===== config.mk =====
export PLATFORM = sky130hd
export DESIGN_NAME = cvh_ctrl
export DESIGN_NICKNAME = d
export VERILOG_FILES = /design/src/hw/rtl/cvh_pkg.sv /design/src/hw/rtl/cvh_ctrl.sv
export SDC_FILE = /design/constraint.sdc
export NUM_CORES = 1
export LEC_CHECK = 0
export BUFFER_PORTS_ARGS = -buffer_cell sky130_fd_sc_hd__buf_2
export CORE_MARGIN = 1.5
export CORE_UTILIZATION = 40
export DETAILED_ROUTE_END_ITERATION = 8
export PLACE_DENSITY = 0.73
export SETUP_SLACK_MARGIN = 0.2
export SYNTH_ARGS = -nofsm -noshare
export SYNTH_HDL_FRONTEND = slang
export SYNTH_SLANG_ARGS = --single-unit

===== constraint.sdc =====
create_clock -name i_clk -period 1.6 [get_ports i_clk]
set_clock_uncertainty 0.2 [all_clocks]
set_input_delay 0.24 -clock i_clk [delete_from_list [all_inputs] [get_ports i_clk]]
set_output_delay 0.24 -clock i_clk [all_outputs]
set_load 0.03 [all_outputs]

===== src/hw/rtl/cvh_pkg.sv =====
// Shared types, constants and state encoding for the convex hull block.
`timescale 1ns / 1ps
package cvh_pkg;

    localparam int MAX_POINTS = 64;
    localparam int IDX_W      = $clog2(MAX_POINTS);
    localparam int CNT_W      = $clog2(MAX_POINTS + 1);
    localparam int COORD_W    = 16;
    localparam int PT_W       = 2 * COORD_W;
    localparam int DIFF_W     = COORD_W + 1;
    localparam int PROD_W     = 2 * DIFF_W;
    localparam int SUM_W      = PROD_W + 1;

    typedef logic signed [COORD_W-1:0] t_coord;
    typedef logic [CNT_W-1:0]          t_cnt;

    // Point packed as y in the upper half, x in the lower half
    typedef struct packed {
        t_coord y;
        t_coord x;
    } t_point;

    typedef enum logic [4:0] {
        S_LOAD,
        S_SETUP,
        S_SORT_KEY,
        S_SORT_KEYW,
        S_SORT_TEST,
        S_SORT_GO,
        S_SORT_W1,
        S_SORT_W2,
        S_SORT_DEC,
        S_SORT_PUT,
        S_SCAN_TEST,
        S_SCAN_GO,
        S_SCAN_W1,
        S_SCAN_W2,
        S_SCAN_DEC,
        S_SCAN_PUSH,
        S_OUT_CHK,
        S_OUT_RD,
        S_OUT_EMIT,
        S_FINISH
    } t_state;

    // Commands from controller to datapath
    typedef struct packed {
        logic pt_load;
        logic sort_init;
        logic key_rd;
        logic key_cap;
        logic prev_rd;
        logic geo_scan;
        logic shift;
        logic put_key;
        logic scan_init;
        logic scan_rd;
        logic pop;
        logic push;
        logic out_init;
        logic out_rd;
        logic emit;
        logic emit_nh;
        logic finish;
    } t_dp_cmd;

    // Status from datapath to controller
    typedef struct packed {
        logic n_lt3;
        logic i_eq_n;
        logic j_zero;
        logic d_gt1;
        logic d_lt3;
        logic k_last;
        logic ahead;
        logic turn_nonneg;
    } t_dp_stat;

endpackage


===== src/hw/rtl/cvh_ctrl.sv =====
// Controller: sequences load, insertion sort, stack scan and result output.
`timescale 1ns / 1ps
module cvh_ctrl (
    input  logic              i_clk,
    input  logic              i_rst_n,
    input  logic              start,
    input  logic              i_last,
    input  cvh_pkg::t_dp_stat i_stat,
    output cvh_pkg::t_dp_cmd  o_cmd,
    output logic              busy
);
    import cvh_pkg::*;

    t_state r_state, n_state;

    // State register
    always_ff @(posedge i_clk) begin
        if (!i_rst_n) begin
            r_state <= S_LOAD;
        end else begin
            r_state <= n_state;
        end
    end

    // Next state and commands
    always_comb begin
        n_state = r_state;
        o_cmd   = '0;
        busy    = 1'b1;
        unique case (r_state)
            S_LOAD: begin
                busy = 1'b0;
                if (start) begin
                    o_cmd.pt_load = 1'b1;
                    if (i_last) begin
                        n_state = S_SETUP;
                    end
                end
            end
            S_SETUP: begin
                if (i_stat.n_lt3) begin
                    o_cmd.emit_nh = 1'b1;
                    n_state       = S_FINISH;
                end else begin
                    o_cmd.sort_init = 1'b1;
                    n_state         = S_SORT_KEY;
                end
            end
            S_SORT_KEY: begin
                if (i_stat.i_eq_n) begin
                    o_cmd.scan_init = 1'b1;
                    n_state         = S_SCAN_TEST;
                end else begin
                    o_cmd.key_rd = 1'b1;
                    n_state      = S_SORT_KEYW;
                end
            end
            S_SORT_KEYW: begin
                o_cmd.key_cap = 1'b1;
                n_state       = S_SORT_TEST;
            end
            S_SORT_TEST: begin
                if (i_stat.j_zero) begin
                    n_state = S_SORT_PUT;
                end else begin
                    o_cmd.prev_rd = 1'b1;
                    n_state       = S_SORT_GO;
                end
            end
            S_SORT_GO: n_state = S_SORT_W1;
            S_SORT_W1: n_state = S_SORT_W2;
            S_SORT_W2: n_state = S_SORT_DEC;
            S_SORT_DEC: begin
                if (i_stat.ahead) begin
                    o_cmd.shift = 1'b1;
                    n_state     = S_SORT_TEST;
                end else begin
                    n_state = S_SORT_PUT;
                end
            end
            S_SORT_PUT: begin
                o_cmd.put_key = 1'b1;
                n_state       = S_SORT_KEY;
            end
            S_SCAN_TEST: begin
                if (i_stat.i_eq_n) begin
                    n_state = S_OUT_CHK;
                end else begin
                    o_cmd.scan_rd = 1'b1;
                    n_state       = i_stat.d_gt1 ? S_SCAN_GO : S_SCAN_PUSH;
                end
            end
            S_SCAN_GO: begin
                o_cmd.geo_scan = 1'b1;
                n_state        = S_SCAN_W1;
            end
            S_SCAN_W1: n_state = S_SCAN_W2;
            S_SCAN_W2: n_state = S_SCAN_DEC;
            S_SCAN_DEC: begin
                if (i_stat.turn_nonneg) begin
                    o_cmd.pop = 1'b1;
                    n_state   = S_SCAN_TEST;
                end else begin
                    n_state = S_SCAN_PUSH;
                end
            end
            S_SCAN_PUSH: begin
                o_cmd.push = 1'b1;
                n_state    = S_SCAN_TEST;
            end
            S_OUT_CHK: begin
                if (i_stat.d_lt3) begin
                    o_cmd.emit_nh = 1'b1;
                    n_state       = S_FINISH;
                end else begin
                    o_cmd.out_init = 1'b1;
                    n_state        = S_OUT_RD;
                end
            end
            S_OUT_RD: begin
                o_cmd.out_rd = 1'b1;
                n_state      = S_OUT_EMIT;
            end
            S_OUT_EMIT: begin
                o_cmd.emit = 1'b1;
                n_state    = i_stat.k_last ? S_FINISH : S_OUT_RD;
            end
            S_FINISH: begin
                o_cmd.finish = 1'b1;
                n_state      = S_LOAD;
            end
            default: n_state = S_LOAD;
        endcase
    end

`ifndef ASSERT_OFF
    a_load_idle: assert property (@(posedge i_clk) disable iff (!i_rst_n)
        busy |-> r_state != S_LOAD)
        else $error("busy while loading");
    a_finish_ret: assert property (@(posedge i_clk) disable iff (!i_rst_n)
        r_state == S_FINISH |=> !busy)
        else $error("no return to load after run");
    a_emit_excl: assert property (@(posedge i_clk) disable iff (!i_rst_n)
        !(o_cmd.emit && o_cmd.emit_nh))
        else $error("hull and no-hull item together");
`endif

endmodule


==> results.json, run 1 <==
{
  "status": "stopped before the end",
  "failed_stage": "global routing (5_1_grt)",
  "firstError": "[ERROR DPL-0038] Utilization greater than 100%, impossible to legalize",
  "syn_area_um2": 638,
  "dp_hpwl_mm": 1.58,
  "h-tree-depth": 1,
  "start_util_pct": 42.4,
  "synth_cells": 102,
  "muxShareOfSynthArea_pct": 1.57,
  "ys_ff_latch": 5,
  "ys_types": 36,
  "die_x_um": 42.9,
  "synth-compound-area-share_pct": 19.2,
  "clockBufferDepth": 2,
  "avgSynthCellArea_um2": 6.26,
  "synth_top_family_by_area": "simple AND/OR/NAND/NOR gates",
  "cts_made_buffers": 3,
  "ys.flop_type": "dfxtp_1",
  "cts-root-buf": "clkbuf_4",
  "die_y_um": 42.9,
  "synth_top_area_cell": "dfxtp_1",
  "grt_max_degree": 15,
  "synthSimpleGateAreaFrac_pct": 54.3,
  "ys_seq_area_share_pct": 15.7,
  "synth_nets": 114,
  "synthXorXnorAreaFrac_pct": 0,
  "ys_top_cells_by_area": "dfxtp_1, nor2_1, nand2_1",
  "worstEndpointGrtRepair": "o_cmd[1]",
  "io_pins": 30,
  "gp_congestion": 0.951,
  "dp.cells": 160,
  "row_count": 14,
  "endpoint_type": "output port",
  "io_buffers": 29,
  "synth_fa_ha_area_share_pct": 0,
  "netlist.area_leader.share_pct": 15.7,
  "synth_edf_count": 0,
  "ys.warnings.count": 0,
  "cts.sinks": 5,
  "synthArstFlopShare_pct": 0
}
kinds of logic after synthesis:
kind of cell / after synthesis
AO/OA/AOI/OAI: 17
buffers and inverters: 12
flip-flops: 5
multiplexers: 1
AND/OR/NAND/NOR: 67
through the flow:
step                hold WS [ns]  util, %  area [µm²]  setup WS, ns  setup TNS, ns
floorplan                  0.231        -         862        -0.204         -0.733
global placement           0.390     73.7        1110        -0.150         -0.978
detailed placement         0.387     73.7        1110        -0.167          -1.30
CTS                       0.0784     87.2        1310        -0.274          -3.53
repair_timing:
item                       4_1_cts
resized for setup               44
hold buffers                     0
pin swaps                        5
buffers inserted                 4
gates cloned                     0
setup endpoints to repair       23
synth_stat cells, types with 2 or more instances:
cell type	count
nand2b_1	8
inv_1	3
nand4_1	3
nor3_1	3
or3b_1	2
a31oi_1	2
a21oi_1	2
nor2b_1	3
nor4_1	2
nand3_1	6
o21ai_0	3
buf_2	5
dfxtp_1	5
nand2_1	14
nor2_1	17
clkbuf_1	2
a41oi_1	2
nand3b_1	2
==> inputs of run 2 (changes only) <==
--- a/config.mk
+++ b/config.mk
@@ -6,11 +6,10 @@
 export NUM_CORES = 1
 export LEC_CHECK = 0
 export BUFFER_PORTS_ARGS = -buffer_cell sky130_fd_sc_hd__buf_2
-export CORE_MARGIN = 1.5
-export CORE_UTILIZATION = 40
+export CORE_AREA = 2 2 63 65
 export DETAILED_ROUTE_END_ITERATION = 8
-export PLACE_DENSITY = 0.73
-export SETUP_SLACK_MARGIN = 0.2
+export DIE_AREA = 0 0 65 67
+export PLACE_DENSITY_LB_ADDON = 0.15
 export SYNTH_ARGS = -nofsm -noshare
 export SYNTH_HDL_FRONTEND = slang
 export SYNTH_SLANG_ARGS = --single-unit
==> constraint.sdc (replaced) <==
create_clock -name i_clk -period 2.1 [get_ports i_clk]
set_clock_uncertainty 0.2 [all_clocks]
set_input_delay 0.315 -clock i_clk [delete_from_list [all_inputs] [get_ports i_clk]]
set_output_delay 0.315 -clock i_clk [all_outputs]
set_load 0.03 [all_outputs]
==> run 2 against run 1 <==
The run now ends clean. Area after synthesis is the same. Synthesized cell count unchanged.
==> results.json, run 2 <==
{
  "status": "complete, no violations",
  "crit_arrival_ns": 1.46,
  "drtAntennaViolNets": 0,
  "maxSlewViolCount": 0,
  "synth_edf_count": 0,
  "reg_top3": "r_state (5)",
  "slowest_delay_ns": 0.44,
  "clk_latency_ns": 0.22,
  "layout_commonest_cell": "buf_2",
  "drt_iter0_markers": 22,
  "critPathBufInv": 1,
  "via_count": 812,
  "final_cell_mix": "buf_2, nor2_1, nand2_1, buf_4, nand2b_1",
  "stdcell_count": 183,
  "cts_setup_buffers": 0,
  "largest_register_ff_count": 5,
  "dp_hpwl_mm": 1.72,
  "drive_above_1_share_pct": 37.0,
  "rsz0062_at_grt": "no",
  "grt_use_total_pct": 10.5,
  "die_y_um": 67,
  "drc": 0,
  "cts_tree": "built",
  "max_freq_mhz": 507,
  "p_leak_nw": 0.440,
  "totalWireLength_mm": 2.17,
  "cts_made_buffers": 3,
  "fill_cells": 419,
  "clockBufferDepth": 2,
  "antenna_found_initial": 0,
  "path_max_fanout": 6,
  "grt-ovfl-total": 0,
  "slew_headroom_pct": 74.9,
  "ys_seq_area_share_pct": 15.7,
  "grt_max_degree": 18,
  "dp.cells": 179,
  "worst_path_dominant_cell_family": "simple AND/OR/NAND/NOR gates",
  "grt_pass1_vias": 761,
  "grt_pass1_wl_mm": 3.56,
  "layout.nets": 148,
  "area_delta_synth_final_pct": 47.6,
  "powerDensity_nw_per_um2": 546,
  "worstPathRequired_ns": 1.58,
  "start_util_pct": 17.7,
  "cts-root-buf": "clkbuf_8",
  "crit_chain": "or3b_4, o41ai_2, buf_4",
  "syn_area_um2": 638,
  "ys_top_cells_by_area": "dfxtp_1, nor2_1, nand2_1",
  "ys_ff_latch": 5,
  "dr.pass1.iters": 4,
  "synth_cells": 102,
  "drv_cap": 0,
  "core_um2": 3610,
  "ys.flop_type": "dfxtp_1",
  "synth_top_area_cell": "dfxtp_1",
  "crit_type": "reg2out",
  "wl_per_cell_um": 11.9,
  "crit_slowest_cell": "or3b_4",
  "cts.sinks": 5,
  "die_x_um": 65,
  "place_area_um2": 888,
  "dieArea_um2": 4360,
  "gp_congestion": 0.785,
  "startpoint_type": "flop",
  "synth_nets": 114,
  "regMostFlops": "r_state",
  "synthArstFlopShare_pct": 0,
  "tightestPinTransition_ns": 0.376,
  "end_kind": "output pin",
  "period_minus_slack_ns": 1.97,
  "cts_hold_buf": 0,
  "synthTopCellsByCount": "nor2_1, nand2_1, nand2b_1",
  "vdd_drop_max_mv": 0.192,
  "io_pins": 30,
  "io_buffers": 29,
  "hold_viol": 0,
  "ys_types": 36,
  "n_antenna_cell": 0,
  "avgSynthCellArea_um2": 6.26,
  "final_area_um2": 942,
  "min_period_over_period_pct": 93.8,
  "h-tree-depth": 1,
  "synth.most_common_cell": "nor2_1",
  "setup_viol": 0,
  "netlist.area_leader.share_pct": 15.7,
  "cts_resized": 0,
  "row_count": 22,
  "ys.warnings.count": 0,
  "post_drt_via_cell_ratio": 4.44,
  "clkTransAtPathRegs_ns": 0.03,
  "hp-class": "in2reg"
}
-- run 2: report_power, final --
part,internal (mW),switching (mW)
registers,0.103,0.0150
clock network,0.130,0.0471
logic,0.0841,0.135
total,0.318,0.197
-- run 2: final timing paths --
| path | from | endpoint | slack, ns | cells after the start |
|---|---|---|---|---|
| worst max-delay path | r_state[4]$_SDFFE_PN0P_ | o_cmd[1] | 0.13 | 3 |
| worst min-delay path | i_stat[5] | r_state[3]$_SDFFE_PN0P_ | 0.24 | 3 |
| worst max register to register | r_state[1]$_SDFFE_PN0P_ | r_state[2]$_SDFFE_PN0P_ | 0.41 | 5 |
| worst min register to register | r_state[4]$_SDFFE_PN0P_ | r_state[2]$_SDFFE_PN0P_ | 0.51 | 3 |
-- run 2: cell type report --
class | count | area (µm²) | share of cell area, %
clock buffer | 4 | 45.0 | 4.78
inverter | 3 | 11.3 | 1.20
multi-input combinational | 85 | 509 | 54.1
sequential | 5 | 101 | 10.8
tap | 48 | 60.1 | 6.37
timing repair buffer | 38 | 215 | 22.8
-- run 2: kinds of logic after synthesis --
| family | after synthesis | share of synthesized area [%] |
|---|---|---|
| compound gates | 17 | 19.2 |
| buf+inv | 12 | 9.21 |
| flops | 5 | 15.7 |
| simple gates | 67 | 54.3 |
| mux | 1 | 1.57 |
-- run 2: per-layer routing --
| metal | share of wire (%) | global-route usage [%] | routed length (µm) |
|---|---|---|---|
| met1 | 51 | 14.3 | 1100 |
| met4 | 0.83 | 3.99 | 18 |
| met3 | 5.5 | 2.70 | 119 |
| met5 | 0 | 0 | 0 |
| met2 | 43 | 15.7 | 933 |
-- run 2: per-stage QoR --
step           util, %  setup WS, ns  power, mW  hold slack (ns)  setup TNS, ns
2_1_floorplan        -       -0.0223      0.262            0.315        -0.0223
3_3_place_gp      24.6         0.296      0.335            0.471              0
3_5_place_dp      24.6         0.262      0.335            0.469              0
4_1_cts           25.9        0.0256      0.516            0.240              0
5_1_grt           26.1        0.0288      0.547            0.245              0
6_report          26.1         0.129      0.514            0.237              0
-- run 2: worst min-delay path: stages --
cell and delay [ns]:
buf_2 0.10, nand4_1 0.07, a41oi_1 0.09
(Power assumes the default switching activity.)
